## src/design/rbd_pkg.sv

```systemverilog
// Shared types and constants for the ring buffer deque.
// Used by rbd_ctrl, ring_buffer_deque and the testbench; depends on nothing.
package rbd_pkg;

    // Fixed field widths of the command and result ports
    localparam int FUNC_W = 3;
    localparam int DATA_W = 32;
    localparam int OFF_W  = 4;
    localparam int STAT_W = 2;

    // Default geometry handed to the top level
    localparam int DEPTH_DEF = 16;
    localparam int WIDTH_DEF = 32;

    // Operation selector; codes six and seven are ignored
    typedef enum logic [FUNC_W-1:0] {
        FN_PUSH_FRONT = 3'd0,
        FN_PUSH_BACK  = 3'd1,
        FN_POP_FRONT  = 3'd2,
        FN_POP_BACK   = 3'd3,
        FN_READ       = 3'd4,
        FN_CLEAR      = 3'd5
    } t_func;

    // Result status codes
    typedef enum logic [STAT_W-1:0] {
        ST_OK    = 2'd0,
        ST_EMPTY = 2'd1,
        ST_FULL  = 2'd2,
        ST_RANGE = 2'd3
    } t_status;

    // Result control passed from the controller to the top level
    typedef struct packed {
        logic    strobe;
        logic    take;
        t_status status;
    } t_resp;

endpackage

```

## src/design/rbd_mem.sv

```systemverilog
// Entry store for the ring buffer deque: one write port, one registered read port.
// Depends on nothing outside this file.
module rbd_mem #(
    parameter int DEPTH = 16,
    parameter int WIDTH = 32
) (
    input  logic                     i_clk,
    input  logic                     i_we,
    input  logic [$clog2(DEPTH)-1:0] i_waddr,
    input  logic [WIDTH-1:0]         i_wdata,
    input  logic                     i_re,
    input  logic [$clog2(DEPTH)-1:0] i_raddr,
    output logic [WIDTH-1:0]         o_rdata
);

    logic [WIDTH-1:0] r_mem [DEPTH];
    logic [WIDTH-1:0] r_rdata;

    // Write the pushed entry
    always_ff @(posedge i_clk) begin
        if (i_we) begin
            r_mem[i_waddr] <= i_wdata;
        end
    end

    // Register the read data; it is held until the next read
    always_ff @(posedge i_clk) begin
        if (i_re) begin
            r_rdata <= r_mem[i_raddr];
        end
    end

    assign o_rdata = r_rdata;

endmodule

```

## src/design/rbd_ctrl.sv

```systemverilog
// Pointer, count and status logic of the ring buffer deque.
// Depends on rbd_pkg for the operation, status and result types.
module rbd_ctrl #(
    parameter int DEPTH = 16
) (
    input  logic                       i_clk,
    input  logic                       i_rst_n,
    input  logic                       i_accept,
    input  logic [rbd_pkg::FUNC_W-1:0] i_func,
    input  logic [rbd_pkg::OFF_W-1:0]  i_offset,
    output logic                       o_we,
    output logic [$clog2(DEPTH)-1:0]   o_waddr,
    output logic                       o_re,
    output logic [$clog2(DEPTH)-1:0]   o_raddr,
    output logic [$clog2(DEPTH+1)-1:0] o_count,
    output rbd_pkg::t_resp             o_resp
);

    localparam int PTR_W = $clog2(DEPTH);
    localparam int CNT_W = $clog2(DEPTH + 1);
    localparam int OFF_W = rbd_pkg::OFF_W;
    localparam int SUM_W = ((PTR_W > OFF_W) ? PTR_W : OFF_W) + 1;
    localparam int CMP_W = (CNT_W > OFF_W) ? CNT_W : OFF_W;

    logic [PTR_W-1:0] r_front, n_front;
    logic [PTR_W-1:0] r_back,  n_back;
    logic [CNT_W-1:0] r_count, n_count;
    rbd_pkg::t_resp   r_resp,  n_resp;

    logic             full, empty;
    logic [SUM_W-1:0] rd_sum, rd_wrap;

    // Step a pointer forward with wrap at the store depth
    function automatic logic [PTR_W-1:0] ptr_inc(input logic [PTR_W-1:0] p);
        return (p == PTR_W'(DEPTH - 1)) ? '0 : p + PTR_W'(1);
    endfunction

    // Step a pointer back with wrap at the store depth
    function automatic logic [PTR_W-1:0] ptr_dec(input logic [PTR_W-1:0] p);
        return (p == '0) ? PTR_W'(DEPTH - 1) : p - PTR_W'(1);
    endfunction

    assign full  = (r_count == CNT_W'(DEPTH));
    assign empty = (r_count == '0);

    // Front plus offset stays below twice the depth when the read is in range
    assign rd_sum  = SUM_W'(r_front) + SUM_W'(i_offset);
    assign rd_wrap = (rd_sum >= SUM_W'(DEPTH)) ? rd_sum - SUM_W'(DEPTH) : rd_sum;

    // Decode the operation and work out the next pointers, count and status
    always_comb begin
        n_front       = r_front;
        n_back        = r_back;
        n_count       = r_count;
        o_we          = 1'b0;
        o_waddr       = r_front;
        o_re          = 1'b0;
        o_raddr       = r_front;
        n_resp.strobe = i_accept;
        n_resp.take   = 1'b0;
        n_resp.status = rbd_pkg::ST_OK;
        if (i_accept) begin
            case (rbd_pkg::t_func'(i_func))
                rbd_pkg::FN_PUSH_FRONT: begin
                    if (full) begin
                        n_resp.status = rbd_pkg::ST_FULL;
                    end else begin
                        n_front = ptr_dec(r_front);
                        if (empty) begin
                            n_back = n_front;
                        end
                        o_we    = 1'b1;
                        o_waddr = n_front;
                        n_count = r_count + CNT_W'(1);
                    end
                end
                rbd_pkg::FN_PUSH_BACK: begin
                    if (full) begin
                        n_resp.status = rbd_pkg::ST_FULL;
                    end else begin
                        n_back = ptr_inc(r_back);
                        if (empty) begin
                            n_front = n_back;
                        end
                        o_we    = 1'b1;
                        o_waddr = n_back;
                        n_count = r_count + CNT_W'(1);
                    end
                end
                rbd_pkg::FN_POP_FRONT: begin
                    if (empty) begin
                        n_resp.status = rbd_pkg::ST_EMPTY;
                    end else begin
                        o_re        = 1'b1;
                        o_raddr     = r_front;
                        n_resp.take = 1'b1;
                        n_front     = ptr_inc(r_front);
                        n_count     = r_count - CNT_W'(1);
                    end
                end
                rbd_pkg::FN_POP_BACK: begin
                    if (empty) begin
                        n_resp.status = rbd_pkg::ST_EMPTY;
                    end else begin
                        o_re        = 1'b1;
                        o_raddr     = r_back;
                        n_resp.take = 1'b1;
                        n_back      = ptr_dec(r_back);
                        n_count     = r_count - CNT_W'(1);
                    end
                end
                rbd_pkg::FN_READ: begin
                    if (empty) begin
                        n_resp.status = rbd_pkg::ST_EMPTY;
                    end else if (CMP_W'(i_offset) >= CMP_W'(r_count)) begin
                        n_resp.status = rbd_pkg::ST_RANGE;
                    end else begin
                        o_re        = 1'b1;
                        o_raddr     = rd_wrap[PTR_W-1:0];
                        n_resp.take = 1'b1;
                    end
                end
                rbd_pkg::FN_CLEAR: begin
                    n_front = '0;
                    n_back  = '0;
                    n_count = '0;
                end
                default: begin
                    // unused selectors: leave everything as it is
                end
            endcase
        end
    end

    // Hold pointers, count and the result control
    always_ff @(posedge i_clk) begin
        if (!i_rst_n) begin
            r_front <= '0;
            r_back  <= '0;
            r_count <= '0;
            r_resp  <= '0;
        end else begin
            r_front <= n_front;
            r_back  <= n_back;
            r_count <= n_count;
            r_resp  <= n_resp;
        end
    end

    assign o_count = r_count;
    assign o_resp  = r_resp;

    // The count never passes the capacity
    a_count_bound: assert property (@(posedge i_clk) disable iff (!i_rst_n)
        r_count <= CNT_W'(DEPTH))
        else $error("entry count above capacity");

    // A write is only issued with room left and grows the count by one
    a_write_room: assert property (@(posedge i_clk) disable iff (!i_rst_n)
        o_we |=> (r_count == $past(r_count) + CNT_W'(1)) && ($past(r_count) < CNT_W'(DEPTH)))
        else $error("write issued on a full store or count not advanced");

    // A taken value always comes from a read of a non-empty store
    a_take_read: assert property (@(posedge i_clk) disable iff (!i_rst_n)
        n_resp.take |-> o_re && !empty && !o_we)
        else $error("value taken without a valid read");

endmodule

```

## src/design/ring_buffer_deque.sv

```systemverilog
// Top level of the ring buffer deque: command port, controller and entry store.
// Depends on rbd_pkg, rbd_ctrl and rbd_mem.
//
// A command is transferred at each rising edge with start high and busy low; busy
// is held low, so a command may be issued in every cycle. Its result appears on
// o_value_out, o_fill_count and o_status one cycle later, for exactly one cycle,
// marked by o_strobe, and must be taken then: there is no way to hold it off.
// The value is held in the registered read port of the entry store, and
// throughput is one command per cycle. The store is not cleared at reset; only
// entries that were pushed are ever returned. Failed commands change nothing and
// return zero with status empty, full or offset out of range.
module ring_buffer_deque #(
    parameter int DEPTH = rbd_pkg::DEPTH_DEF,
    parameter int WIDTH = rbd_pkg::WIDTH_DEF
) (
    input  logic                       i_clk,
    input  logic                       i_rst_n,
    input  logic                       start,
    output logic                       busy,
    input  logic [rbd_pkg::FUNC_W-1:0] i_func,
    input  logic [rbd_pkg::DATA_W-1:0] i_push_value,
    input  logic [rbd_pkg::OFF_W-1:0]  i_offset,
    output logic                       o_strobe,
    output logic [rbd_pkg::DATA_W-1:0] o_value_out,
    output logic [$clog2(DEPTH+1)-1:0] o_fill_count,
    output logic [rbd_pkg::STAT_W-1:0] o_status
);

    localparam int PTR_W = $clog2(DEPTH);
    localparam int CNT_W = $clog2(DEPTH + 1);
    localparam int DW    = rbd_pkg::DATA_W;

    logic             accept;
    logic             mem_we, mem_re;
    logic [PTR_W-1:0] mem_waddr, mem_raddr;
    logic [WIDTH-1:0] mem_wdata, mem_rdata;
    rbd_pkg::t_resp   resp;

    // Every command is taken on the cycle it is issued
    assign busy   = 1'b0;
    assign accept = start && !busy;

    // Keep the low bits of the pushed data that fit an entry
    assign mem_wdata = WIDTH'(i_push_value);

    rbd_ctrl #(
        .DEPTH (DEPTH)
    ) u_ctrl (
        .i_clk    (i_clk),
        .i_rst_n  (i_rst_n),
        .i_accept (accept),
        .i_func   (i_func),
        .i_offset (i_offset),
        .o_we     (mem_we),
        .o_waddr  (mem_waddr),
        .o_re     (mem_re),
        .o_raddr  (mem_raddr),
        .o_count  (o_fill_count),
        .o_resp   (resp)
    );

    rbd_mem #(
        .DEPTH (DEPTH),
        .WIDTH (WIDTH)
    ) u_mem (
        .i_clk   (i_clk),
        .i_we    (mem_we),
        .i_waddr (mem_waddr),
        .i_wdata (mem_wdata),
        .i_re    (mem_re),
        .i_raddr (mem_raddr),
        .o_rdata (mem_rdata)
    );

    // Drive the result; drop the read data unless this transfer took an entry
    assign o_strobe    = resp.strobe;
    assign o_status    = resp.status;
    assign o_value_out = resp.take ? DW'(mem_rdata) : '0;

    // Each accepted command gives exactly one strobe on the next cycle
    a_one_result: assert property (@(posedge i_clk) disable iff (!i_rst_n)
        accept |=> o_strobe)
        else $error("accepted command gave no result");

    a_no_spurious: assert property (@(posedge i_clk) disable iff (!i_rst_n)
        !accept |=> !o_strobe)
        else $error("result strobe without a command");

    // A full status is only reported at capacity, an empty one only at zero
    a_status_count: assert property (@(posedge i_clk) disable iff (!i_rst_n)
        o_strobe && ((o_status == rbd_pkg::ST_FULL && o_fill_count != CNT_W'(DEPTH)) ||
                     (o_status == rbd_pkg::ST_EMPTY && o_fill_count != '0)) |-> 1'b0)
        else $error("status disagrees with fill count");

endmodule

```

## config.mk

```make
export PLATFORM = sky130hd
export DESIGN_NAME = ring_buffer_deque
export DESIGN_NICKNAME = d
export VERILOG_FILES = /design/src/design/rbd_pkg.sv /design/src/design/rbd_mem.sv /design/src/design/rbd_ctrl.sv /design/src/design/ring_buffer_deque.sv
export SDC_FILE = /design/constraint.sdc
export NUM_CORES = 1
export LEC_CHECK = 0
export BUFFER_PORTS_ARGS = -buffer_cell sky130_fd_sc_hd__clkbuf_2
export CORE_UTILIZATION = 50
export CTS_CLUSTER_DIAMETER = 120
export DETAILED_ROUTE_END_ITERATION = 10
export PLACE_DENSITY = 0.67
export SETUP_SLACK_MARGIN = 0.15
export SLEW_MARGIN = 20
export SYNTH_ARGS = -nofsm -noshare
export SYNTH_HDL_FRONTEND = slang
export SYNTH_SLANG_ARGS = --single-unit
```

## constraint.sdc

```tcl
create_clock -name i_clk -period 4.9 [get_ports i_clk]
set_input_delay 0.735 -clock i_clk [delete_from_list [all_inputs] [get_ports i_clk]]
set_output_delay 0.735 -clock i_clk [all_outputs]
set_load 0.01 [all_outputs]
```

==> flow_metrics.py <==
metrics = {
    "timing": {
        "slew_headroom_pct": 30.9,
        "period_minus_slack_ns": 4.06,
        "report.final.hold_viol_count": 0,
        "tightest_slew_ns": 1.03,
        "finalWorstSetupSlack_ns": 0.839,
        "slew_violations": 0,
        "setup_viol": 0,
        "fmax_mhz": 246,
        "setup-tns-final_ns": 0,
        "period_share_pct": 82.9,
        "rsz0062_at_grt": "no",
        "finClkSkew_ns": 0.0201,
    },
    "critical_path": {
        "critPathTopFamily": "compound AO/OA/AOI/OAI gates",
        "cp_data_arrival_time_ns": 4.41,
        "path_common_cell": "o22ai_1",
        "worstSetupStartpointType": "flip-flop",
        "crit_chain": "ha_1 > nand2b_4 > a2111o_1 > a311oi_2 > o22ai_1 > buf_4 > nand2b_2 > buf_12 > o22ai_1 > a211oi_1",
        "critPathMaxFanout": 17,
        "cp.buffers_inverters": 2,
        "critPathMaxStageDelay_ns": 0.63,
        "critPathSlowestCell": "a311oi_2",
        "crit_required_ns": 5.25,
        "worstSetupPathType": "reg -> reg",
        "critPathCaptureType": "flip-flop",
    },
    "final_layout": {
        "drive_gt1_share_pct": 14.8,
        "finalNonFillerCells": 2424,
        "num-nets-final": 1835,
        "layout_commonest_cell": "edfxtp_1",
        "layout_common_cells": "edfxtp_1 (544), nand2_1 (272), nand3_1 (132)",
        "num-fill-cells": 3569,
        "area_growth_pct": 14.2,
    },
    "route": {
        "vias": 14572,
        "dr.pass1.iters": 5,
        "vias_per_cell": 6.01,
        "drc": 0,
        "avgRoutedWirePerCell_um": 23.7,
        "drt_iter0_drc": 1522,
        "routed_wl_um": 57300,
        "drtAntennaViolNets": 0,
    },
    "logic_synthesis": {
        "ys_ff_latch": 561,
        "yosysWarnings": 0,
        "postSynth.asyncResetShare_pct": 0,
        "synth-edff-count": 544,
        "seq_area_frac_synth_pct": 72.2,
        "synth_ff_type": "edfxtp_1",
        "syn_area_um2": 23100,
        "avgSynthCellArea_um2": 13.7,
        "postSynthCellCount": 1690,
        "synthesis.nets": 1749,
        "synth_cell_type_count": 72,
    },
    "placed_design": {
        "dp_worst_setup_slack_ns": 0.503,
        "io_buffers": 81,
        "place_inst": 2318,
        "gp_congestion": 0.835,
        "hpwlAfterDp_um": 32000,
    },
    "status": {
        "status": "finished clean",
    },
    "floorplanning": {
        "core_area_um2": 45500,
        "row_count": 78,
        "dieArea_um2": 47100,
        "die_width_um": 217,
        "ios": 83,
        "die_y_um": 217,
        "initial_core_util_pct": 50.8,
    },
    "global_routing": {
        "grt_pass1_vias": 14113,
        "grt.met2_usage_pct": 39.9,
        "grt_max_degree": 64,
        "grt_usage_pct": 24.5,
        "overflow": 0,
        "grt.busiest_layer": "met2",
        "grt_pass1_wl_um": 85900,
        "gr-usage-met3_pct": 3.89,
        "antenna_found_initial": 2,
        "met1_usage_pct": 33.5,
    },
    "job": {
        "drv_cap": 0,
    },
    "clocking": {
        "postCtsHoldBufs": 0,
        "clkTransAtPathRegs_ns": 0.06,
        "numCtsBuffers": 56,
        "clock_latency_ns": 0.61,
        "cts_max_path_buffers": 3,
        "cts_tree": "built",
        "h-tree-depth": 2,
        "ctsResizeCount": 0,
        "cts_root_buf": "clkbuf_16",
        "numClockSinks": 561,
        "cts_setup_buffers": 0,
    },
    "power_and_ir_drop": {
        "p_leak_uw": 0.00883,
        "powerDensity_nw_per_um2": 402,
        "ir_worst_vdd_v": 0.000363,
    },
    "hold_path": {
        "holdCritPathClass": "in -> reg",
    },
}
[final timing paths]
check,to,slack [ns],cells past startpoint,start
worst min register to register,u_ctrl.o_count[2]$_SDFFE_PN0P_,0.60,2,u_ctrl.o_count[2]$_SDFFE_PN0P_
worst max-delay path,u_mem.o_rdata[6]$_DFFE_PP_,0.84,10,u_ctrl.o_count[0]$_SDFFE_PN0P_
worst min-delay path,u_ctrl.r_front[3]$_SDFFE_PN0P_,0.46,2,i_rst_n
worst max register to register,u_mem.o_rdata[6]$_DFFE_PP_,0.84,10,u_ctrl.o_count[0]$_SDFFE_PN0P_
[report_power, final]
| part | switching, uW | internal (uW) |
|---|---|---|
| logic | 612 | 309 |
| clock network | 1810 | 2500 |
| registers | 34.0 | 5330 |
[cells by family after synthesis]
family                     synth area share, %
DFF                                       72.2
and+or+nand+nor                           12.6
buffers and inverters                     2.74
adders and majority gates                0.985
xor gates and xnor gates                 0.227
AOI/OAI and AO/OA                         7.93
other                                   0.0162
muxes                                     3.30
[area by class of cell]
cell class                 instances  area (um^2)  share of cell area (%)
sequential                       561        16700                    63.2
multi-input combinational        998         5990                    22.7
clock buffer                      70         1460                    5.55
timing repair buffer             137         1010                    3.84
tap                              600          751                    2.85
clock inverter                    35          399                    1.51
inverter                          22         82.6                   0.313
antenna                            1         2.50                 0.00949
[sequential cells by signal, summed over array words and instances (netlist names)]
register,count
u_ctrl.r_back,4
u_mem.r_mem,512
u_ctrl.o_resp,4
u_mem.o_rdata,32
u_ctrl.o_count,5
u_ctrl.r_front,4
[metal layers]
layer	vias to the layer above	wire, um	share of wire [%]
li1	6584	-	-
met1	7298	23900	42
met2	577	27900	49
met3	111	4150	7.2
met4	2	1460	2.5
met5	-	10	0.017
[through the flow]
stage / hold slack (ns) / total power (uW) / cell area [um^2] / util, %
after CTS: 0.437 / 10700 / 26400 / 58.0
final: 0.465 / 10600 / 26400 / 58.0
after floorplan: 0.523 / 6050 / 23100 / -
after global routing: 0.464 / 10900 / 26400 / 58.0
after detailed placement: 0.572 / 6380 / 24500 / 53.9
after global placement: 0.537 / 6360 / 24500 / 53.9
[worst reg2reg max path: stages, from the launching register on]
cell and delay (ns):
dfxtp_1 0.50, ha_1 0.29, nand2b_4 0.15, a2111o_1 0.45
a311oi_2 0.63, o22ai_1 0.36, buf_4 0.25, nand2b_2 0.53
buf_12 0.36, o22ai_1 0.21, a211oi_1 0.08
[synthesized netlist by cell type, drive strengths merged (2+ instances only)]
cell type    n  area [um^2]
a2111oi      2         23.8
a211oi      35          273
a21o         7         52.6
a21oi       29          153
a221oi      63          552
a22oi        6         45.0
a311oi       2         23.8
a31o         2         17.5
a31oi        2         12.5
and2        35          219
and3         6         37.5
and3b        2         17.5
buf         71          407
clkbuf      38          144
dfxtp       17          340
edfxtp     544        16300
fa           2         40.0
ha          15          188
inv         22         82.6
mux2         2         22.5
mux2i       74          741
nand2      272         1020
nand2b       7         51.3
nand3      133          671
nand3b       2         15.0
nand4       30          188
nor2       137          522
nor2b        4         25.0
nor3        10         50.1
nor3b        3         38.8
o211a        2         20.0
o211ai       2         15.0
o21a         4         37.5
o21ai       14         81.3
o221ai       3         26.3
o22ai       62          388
o2bb2ai      2         17.5
o31ai        2         15.0
or2          4         25.0
or4          2         15.0
xnor2        3         26.3
xor2         3         26.3
(Power assumes the default switching activity.)
